<file path="config.mk">
export PLATFORM = sky130hd
export DESIGN_NAME = periodic_task_release_scheduler
export DESIGN_NICKNAME = d
export VERILOG_FILES = /design/src/rtl/ptrs_pkg.sv /design/src/rtl/ptrs_table.sv /design/src/rtl/ptrs_alu.sv /design/src/rtl/periodic_task_release_scheduler.sv
export SDC_FILE = /design/constraint.sdc
export NUM_CORES = 1
export LEC_CHECK = 0
export ABC_AREA = 1
export ABC_CLOCK_PERIOD_IN_PS = 12900
export CAP_MARGIN = 10
export CORE_MARGIN = 1.5
export CORE_UTILIZATION = 60
export DETAILED_ROUTE_END_ITERATION = 6
export DONT_BUFFER_PORTS = 1
export PLACE_DENSITY = 0.85
export SYNTH_ARGS = -nofsm -noshare
export SYNTH_HDL_FRONTEND = slang
export SYNTH_SLANG_ARGS = --single-unit
</file>
<file path="constraint.sdc">
create_clock -name clk -period 12.9 [get_ports clk]
set_input_delay 1.29 -clock clk [delete_from_list [all_inputs] [get_ports clk]]
set_output_delay 1.29 -clock clk [all_outputs]
set_load 0.02 [all_outputs]
</file>
<file path="src/rtl/ptrs_pkg.sv">
package ptrs_pkg;

  // Default table depth
  localparam int TASKS_DEF = 8;
  // Releases one tick may produce at most
  localparam int MAX_RES = 8;
  localparam int CNT_W = 4;

  localparam int TIME_W = 32;
  localparam int PER_W = 16;
  localparam int PHASE_W = 16;
  localparam int OIDX_W = 3;
  localparam int KIND_W = 2;
  localparam int IN_DATA_W = 32;
  localparam int OUT_DATA_W = 40;

  // Result kinds
  typedef enum logic [KIND_W-1:0] {
    KIND_RELEASE = 2'd0,
    KIND_REG_OK = 2'd1,
    KIND_REJ_FULL = 2'd2,
    KIND_REJ_ZERO = 2'd3
  } kind_t;

  // Input beat kinds
  localparam logic MODE_REGISTER = 1'b0;
  localparam logic MODE_TICK = 1'b1;

  // One result beat, less tlast
  typedef struct packed {
    kind_t kind;
    logic [OIDX_W-1:0] idx;
    logic [TIME_W-1:0] rtime;
  } res_t;

  // Shared compare/add unit results
  typedef struct packed {
    logic due;
    logic [TIME_W-1:0] nrl_sum;
  } alu_res_t;

endpackage

</file>
<file path="src/rtl/ptrs_table.sv">
module ptrs_table import ptrs_pkg::*; #(
  parameter int TASKS = TASKS_DEF,
  parameter int IW = (TASKS > 1) ? $clog2(TASKS) : 1
) (
  input  logic              clk,
  input  logic              wr_per_en,
  input  logic              wr_nrl_en,
  input  logic [IW-1:0]     wr_addr,
  input  logic [PER_W-1:0]  wr_per,
  input  logic [TIME_W-1:0] wr_nrl,
  input  logic              rd_en,
  input  logic [IW-1:0]     rd_addr,
  output logic [PER_W-1:0]  rd_per,
  output logic [TIME_W-1:0] rd_nrl
);

  logic [PER_W-1:0]  per_mem [TASKS];
  logic [TIME_W-1:0] nrl_mem [TASKS];

  // Write port
  always_ff @(posedge clk) begin
    if (wr_per_en) begin
      per_mem[wr_addr] <= wr_per;
    end
    if (wr_nrl_en) begin
      nrl_mem[wr_addr] <= wr_nrl;
    end
  end

  // Registered read port
  always_ff @(posedge clk) begin
    if (rd_en) begin
      rd_per <= per_mem[rd_addr];
      rd_nrl <= nrl_mem[rd_addr];
    end
  end

endmodule

</file>
<file path="src/rtl/ptrs_alu.sv">
module ptrs_alu import ptrs_pkg::*; (
  input  logic [TIME_W-1:0] now,
  input  logic [TIME_W-1:0] nrl,
  input  logic [PER_W-1:0]  per,
  output alu_res_t          res
);

  logic [TIME_W-1:0] diff;

  // Due when (now - next release) is non-negative as a signed word
  always_comb begin
    diff = now - nrl;
    res.due = ~diff[TIME_W-1];
    res.nrl_sum = nrl + TIME_W'(per);
  end

endmodule

</file>
<file path="src/rtl/periodic_task_release_scheduler.sv">
// Register beat: one result, out_tvalid raised in the cycle after acceptance.
// Tick beat: ST_READ fetches entry 0, ST_EVAL checks the tasks in turn and ST_FLUSH
// sends the last release; with no tasks registered, a tick only advances time.
// A tick may stall while a release waits on out_tready; in_tready is low all scan.
// rst_n (synchronous, active low) clears time, task count and control state.
module periodic_task_release_scheduler import ptrs_pkg::*; #(
  parameter int TASKS = TASKS_DEF
) (
  input  logic                  clk,
  input  logic                  rst_n,
  input  logic                  in_tvalid,
  output logic                  in_tready,
  input  logic [IN_DATA_W-1:0]  in_tdata,   // period[15:0], phase_offset[31:16]
  input  logic                  in_tuser,   // mode
  output logic                  out_tvalid,
  input  logic                  out_tready,
  output logic [OUT_DATA_W-1:0] out_tdata,  // task_index[2:0], release_time[34:3], 0
  output logic [KIND_W-1:0]     out_tuser,  // kind
  output logic                  out_tlast
);

  localparam int IW = (TASKS > 1) ? $clog2(TASKS) : 1;
  localparam int TW = $clog2(TASKS + 1);
  localparam logic [TW-1:0] TOTAL_MAX = TW'(TASKS);
  localparam logic [CNT_W-1:0] LAST_RES = CNT_W'(MAX_RES - 1);

  typedef enum logic [3:0] {
    ST_IDLE  = 4'b0001,
    ST_READ  = 4'b0010,
    ST_EVAL  = 4'b0100,
    ST_FLUSH = 4'b1000
  } state_t;

  state_t            state_r, state_nxt;
  logic [TIME_W-1:0] time_r, time_nxt;
  logic [TW-1:0]     total_r, total_nxt;
  logic [IW-1:0]     idx_r, idx_nxt;
  logic [CNT_W-1:0]  cnt_r, cnt_nxt;
  logic              pend_vld_r, pend_vld_nxt;
  res_t              pend_r, pend_nxt;
  logic              out_vld_r, out_vld_nxt;
  logic              out_last_r, out_last_nxt;
  res_t              out_r, out_nxt;

  logic              wr_per_en, wr_nrl_en;
  logic [IW-1:0]     wr_addr;
  logic [TIME_W-1:0] wr_nrl;
  logic              rd_en;
  logic [IW-1:0]     rd_addr;
  logic [PER_W-1:0]  rd_per;
  logic [TIME_W-1:0] rd_nrl;
  alu_res_t          alu;

  logic              out_free;
  logic              in_acc;
  logic [PER_W-1:0]  in_period;
  logic [PHASE_W-1:0] in_phase;
  logic              scan_end;

  ptrs_table #(.TASKS(TASKS), .IW(IW)) u_table (
    .clk       (clk),
    .wr_per_en (wr_per_en),
    .wr_nrl_en (wr_nrl_en),
    .wr_addr   (wr_addr),
    .wr_per    (in_period),
    .wr_nrl    (wr_nrl),
    .rd_en     (rd_en),
    .rd_addr   (rd_addr),
    .rd_per    (rd_per),
    .rd_nrl    (rd_nrl)
  );

  ptrs_alu u_alu (
    .now (time_r),
    .nrl (rd_nrl),
    .per (rd_per),
    .res (alu)
  );

  assign in_period = in_tdata[PER_W-1:0];
  assign in_phase  = in_tdata[PER_W +: PHASE_W];
  assign out_free  = ~out_vld_r | out_tready;
  assign in_tready = (state_r == ST_IDLE) & out_free;
  assign in_acc    = in_tvalid & in_tready;

  // Scan stops on the last task or once the release budget is used
  assign scan_end = (TW'(idx_r) == total_r - TW'(1)) | (alu.due & (cnt_r == LAST_RES));

  // Sequencer
  always_comb begin
    state_nxt    = state_r;
    time_nxt     = time_r;
    total_nxt    = total_r;
    idx_nxt      = idx_r;
    cnt_nxt      = cnt_r;
    pend_vld_nxt = pend_vld_r;
    pend_nxt     = pend_r;
    out_vld_nxt  = out_vld_r & ~out_tready;
    out_last_nxt = out_last_r;
    out_nxt      = out_r;
    wr_per_en    = 1'b0;
    wr_nrl_en    = 1'b0;
    wr_addr      = idx_r;
    wr_nrl       = alu.nrl_sum;
    rd_en        = 1'b0;
    rd_addr      = '0;

    unique case (state_r)
      ST_IDLE: begin
        if (in_acc) begin
          if (in_tuser == MODE_REGISTER) begin
            out_vld_nxt   = 1'b1;
            out_last_nxt  = 1'b1;
            out_nxt.idx   = '0;
            out_nxt.rtime = '0;
            if (total_r == TOTAL_MAX) begin
              out_nxt.kind = KIND_REJ_FULL;
            end else if (in_period == '0) begin
              out_nxt.kind = KIND_REJ_ZERO;
            end else begin
              out_nxt.kind = KIND_REG_OK;
              out_nxt.idx  = OIDX_W'(total_r);
              wr_per_en    = 1'b1;
              wr_nrl_en    = 1'b1;
              wr_addr      = IW'(total_r);
              wr_nrl       = TIME_W'(in_phase);
              total_nxt    = total_r + TW'(1);
            end
          end else if (total_r == '0) begin
            time_nxt = time_r + TIME_W'(1);
          end else begin
            idx_nxt   = '0;
            cnt_nxt   = '0;
            state_nxt = ST_READ;
          end
        end
      end
      ST_READ: begin
        rd_en     = 1'b1;
        rd_addr   = idx_r;
        state_nxt = ST_EVAL;
      end
      ST_EVAL: begin
        // Hold while a second release needs the busy output register
        if (!(alu.due && pend_vld_r && !out_free)) begin
          if (alu.due) begin
            if (pend_vld_r) begin
              out_vld_nxt  = 1'b1;
              out_last_nxt = 1'b0;
              out_nxt      = pend_r;
            end
            pend_vld_nxt   = 1'b1;
            pend_nxt.kind  = KIND_RELEASE;
            pend_nxt.idx   = OIDX_W'(idx_r);
            pend_nxt.rtime = time_r;
            wr_nrl_en      = 1'b1;
            cnt_nxt        = cnt_r + CNT_W'(1);
          end
          if (scan_end) begin
            state_nxt = ST_FLUSH;
          end else begin
            idx_nxt = IW'(idx_r + IW'(1));
            rd_en   = 1'b1;
            rd_addr = IW'(idx_r + IW'(1));
          end
        end
      end
      ST_FLUSH: begin
        // Final release, if any, goes out with tlast, then time advances
        if (!pend_vld_r) begin
          time_nxt  = time_r + TIME_W'(1);
          state_nxt = ST_IDLE;
        end else if (out_free) begin
          out_vld_nxt  = 1'b1;
          out_last_nxt = 1'b1;
          out_nxt      = pend_r;
          pend_vld_nxt = 1'b0;
          time_nxt     = time_r + TIME_W'(1);
          state_nxt    = ST_IDLE;
        end
      end
      default: state_nxt = ST_IDLE;
    endcase
  end

  // Control state
  always_ff @(posedge clk) begin
    if (!rst_n) begin
      state_r    <= ST_IDLE;
      time_r     <= '0;
      total_r    <= '0;
      pend_vld_r <= 1'b0;
      out_vld_r  <= 1'b0;
    end else begin
      state_r    <= state_nxt;
      time_r     <= time_nxt;
      total_r    <= total_nxt;
      pend_vld_r <= pend_vld_nxt;
      out_vld_r  <= out_vld_nxt;
    end
  end

  // Payload and scan position
  always_ff @(posedge clk) begin
    idx_r      <= idx_nxt;
    cnt_r      <= cnt_nxt;
    pend_r     <= pend_nxt;
    out_r      <= out_nxt;
    out_last_r <= out_last_nxt;
  end

  assign out_tvalid = out_vld_r;
  assign out_tdata  = {(OUT_DATA_W - TIME_W - OIDX_W)'(0), out_r.rtime, out_r.idx};
  assign out_tuser  = out_r.kind;
  assign out_tlast  = out_last_r;

  // Checks
  a_pend_idle: assert property (@(posedge clk) disable iff (!rst_n)
    (state_r == ST_IDLE) |-> !pend_vld_r)
    else $error("release held back while idle");

  a_total_max: assert property (@(posedge clk) disable iff (!rst_n)
    total_r <= TOTAL_MAX)
    else $error("task count beyond table depth");

  a_cnt_max: assert property (@(posedge clk) disable iff (!rst_n)
    (state_r == ST_EVAL) |-> (cnt_r < CNT_W'(MAX_RES)))
    else $error("release budget exceeded during scan");

  a_time_hold: assert property (@(posedge clk) disable iff (!rst_n)
    (state_r == ST_EVAL) |=> (time_r == $past(time_r)))
    else $error("time moved during a scan");

endmodule
</file>
==> impl_metrics.py <==
metrics = {
    "floorplan": {
        "start_util": 0.609,
        "core_area_sq_um": 43100,
        "die_y_microns": 212,
        "core.rowCount": 76,
        "die_area_sq_um": 45000,
        "io_pins": 82,
        "die_x_microns": 212,
    },
    "yosys": {
        "avgSynthCellArea_sq_um": 9.71,
        "ys.flop_type": "edfxtp_1",
        "synth-xor-area-share": 0.00868,
        "synth_seq_area_share": 0.618,
        "ys_ff_latch": 554,
        "syn_inst": 2701,
        "synth_top_family_by_area": "simple AND/OR/NAND/NOR gates",
        "synth-simple-area-share": 0.212,
        "synthTopCellsByCount": "566 x nand2_1, 551 x inv_1, 512 x edfxtp_1",
        "ys_warn_count": 0,
        "yosysTopAreaCellShare": 0.586,
        "yosys.area_share.adder": 0.0256,
        "synth-async-reset-ratio": 0,
        "synth_compound_area_frac": 0.0322,
        "netlist_area_sq_um": 26200,
        "yosysMostFrequentCell": "nand2_1",
        "synth_area_leaders": "edfxtp_1 59%, nand3_1 8.8%, nand2_1 8.1%, inv_1 7.9%, dfxtp_1 3.2%",
        "yosys.area.top_type": "edfxtp_1",
        "synth_edf_count": 512,
        "ys_types": 49,
        "synthMuxAreaShare": 0,
    },
    "global_routing": {
        "grt_usage": 0.282,
        "met2_usage": 0.465,
        "met1_usage": 0.356,
        "use_met3": 0.0484,
        "overflow": 0,
        "busiest_layer": "met2",
        "grt_pass1_vias": 18600,
        "grt_pass1_wl_mm": 97.0,
        "grt_max_degree": 194,
        "antenna_found_initial": 2,
    },
    "placed_design": {
        "dp_slack_ps": 6780,
        "dp_hpwl_mm": 37.1,
        "gp_congestion": 0.896,
        "io_buffers": 0,
    },
    "layout": {
        "postLayoutCoreUtil": 0.660,
        "syn_to_final_growth_pct": 8.44,
        "fin_nets": 2760,
        "nFillCells": 2970,
        "drive_gt1_frac": 0.0560,
    },
    "timing": {
        "slew_viol_final": 0,
        "relSlewSlack": 0.131,
        "fmax_mhz": 176,
        "skew_ps": 20.7,
        "tightest_slew_ps": 1300,
        "hold_viol": 0,
        "fin_crit_ps": 5690,
        "setup_viol": 0,
        "tns_ps": 0,
        "fin_crit_sh": 0.441,
        "rsz0062_at_grt": "false",
        "fin_ws_ps": 7210,
        "hold_slack_ps": 514,
    },
    "worst_setup_path": {
        "rrSetupSlack_ps": 8320,
        "worst_ep_required_time_ps": 13130,
        "cp.depth": 8,
        "cp.arrival_ps": 5920,
        "crit_type": "input port to flop",
        "cpMaxStageDelayCell": "nor2_4",
        "path_buf_inv": 3,
        "cp_max_fo": 33,
        "crit_path_start_kind": "input port",
        "max_stage_delay_ps": 920,
        "crit_family": "simple AND/OR/NAND/NOR gates",
        "worstSetupEndpoint": "u_table.nrl_mem[1][3]$_DFFE_PP_",
        "r2r_end": "u_table.rd_nrl[12]$_DFFE_PP_",
        "crit_chain": "nor4_1 > nand4_1 > nand4_1 > buf_4 > inv_1 > o21ai_0 > inv_1 > nor2_4",
        "crit_path_start": "in_tdata[1]",
        "rr_worst_depth": 16,
        "end_kind": "flop",
        "r2r-start": "u_table.rd_nrl[26]$_DFFE_PP_",
    },
    "detailed_routing": {
        "drt_iter0_drc": 2787,
        "drc_errors": 2,
        "vias": 19000,
        "ant_nets": 0,
        "wl_per_cell_microns": 19.0,
        "vias_per_cell": 5.77,
        "drt-total-wl_mm": 62.7,
        "first_pass_iters": 7,
    },
    "cts": {
        "clk_latency_ps": 620,
        "cts.htree.levels": 2,
        "cts_tree": "done",
        "clkTransAtPathRegs_ps": 60,
        "cts_root_buf": "clkbuf_16",
        "cts_buffer_depth": 3,
        "cts.sinks": 554,
        "ctsResizeCount": 0,
        "cts_made_buffers": 53,
        "cts_setup_buffers": 0,
        "cts_hold_buf": 0,
    },
    "pwr": {
        "peakVddDrop_v": 0.000121,
        "p_leak_nw": 12.3,
        "powerDensity_nw_per_um2": 139,
        "total_power_w": 0.00396,
    },
    "status": {
        "status": "complete, but fails checks",
        "violations": "DRC",
    },
    "flow_run": {
        "drv_cap": 0,
    },
    "worst_hold_path": {
        "hold_path_class": "flop to flop",
    },
}
-- logic make-up after synthesis --
group	after synthesis
DFF	554
other	1
xor gates and xnor gates	26
and+or+nand+nor	1240
buffers and inverters	673
adders and majority gates	53
AOI/OAI and AO/OA	154
-- flip-flops by register name, summed over array words and instances (netlist names), 2 cells and up --
register / count
u_table.per_mem: 128
total_r: 4
u_table.rd_nrl: 32
pend_r: 35
u_table.nrl_mem: 256
u_table.rd_per: 16
cnt_r: 4
out_tuser: 2
idx_r: 3
state_r: 4
out_tdata: 35
time_r: 32
-- metal layers --
metal  part of all wire  vias to the layer above  routed length [microns]
li1                   -                     8762                        -
met1               0.36                     8854                    22700
met2               0.48                     1211                    30200
met3               0.11                      217                     6970
met4              0.045                        2                     2820
met5            0.00021                        -                       13
-- worst register-to-register path, stage by stage (launching register included) --
cell and delay [ps]:
edfxtp_1 430, inv_1 220, ha_1 300, nand2_1 100, nor2_1 50, and2_1 180, a21oi_1 220, nand3_1 240
nand3_1 240, nand4_4 220, nand2_8 620, nand2_8 710, nand2_1 490, nand3_1 130, nand2_1 120, nand2_1 60
nand2_1 120
-- final cells by class --
cell class	count	area, sq um	area share
antenna	2	5.00	0.000176
clock buffer	63	1420	0.0498
clock inverter	35	350	0.0123
inverter	557	2090	0.0735
multi-input combinational	1478	7420	0.261
sequential	554	16200	0.570
tap	585	732	0.0257
timing repair buffer	26	208	0.00730
-- report_power, final --
group / internal (W) / switching (W) / leakage, nW
sequential: 0.00206 / 0.0000582 / 4.96
combinational: 0.0000566 / 0.000202 / 6.51
clock: 0.000907 / 0.000671 / 0.854
total: 0.00303 / 0.000932 / 12.3
-- per-stage QoR --
stage	instance area (sq um)	std cells
final	28400	3300
after global routing	28400	3299
after CTS	28400	3298
after detailed placement	26700	3200
after global placement	26700	3200
after floorplan	26200	2705
-- how the worst min path moves through the flow --
stage,startpoint,to,slack (ps),depth (start not counted)
floorplan,time_r[15]$_SDFFE_PN0P_,pend_r[15]$_DFFE_PP_,460,0
global placement,time_r[15]$_SDFFE_PN0P_,pend_r[15]$_DFFE_PP_,500,0
detailed placement,time_r[15]$_SDFFE_PN0P_,pend_r[15]$_DFFE_PP_,510,0
CTS,time_r[15]$_SDFFE_PN0P_,pend_r[15]$_DFFE_PP_,520,0
global route,time_r[15]$_SDFFE_PN0P_,pend_r[15]$_DFFE_PP_,530,0
finish,time_r[15]$_SDFFE_PN0P_,pend_r[15]$_DFFE_PP_,510,0
-- cell usage in the layout, fill, tap and decap left out, types with 6 or more instances in the layout --
master / instances
inv_1: 551
nor4_1: 12
edfxtp_1: 512
nor2_4: 8
o21ai_0: 49
nor3_1: 30
buf_4: 25
clkinv_2: 9
xor2_1: 18
clkbuf_1: 7
nor2_2: 7
nand3_1: 459
nor3_2: 6
clkbuf_16: 55
nand4_1: 16
xnor2_1: 8
ha_1: 52
nor2_1: 115
a21oi_1: 76
bufinv_16: 6
dfxtp_1: 42
clkinv_1: 12
nand2_1: 564
o21ai_1: 6
No activity file was read; power rests on OpenSTA's default activity.
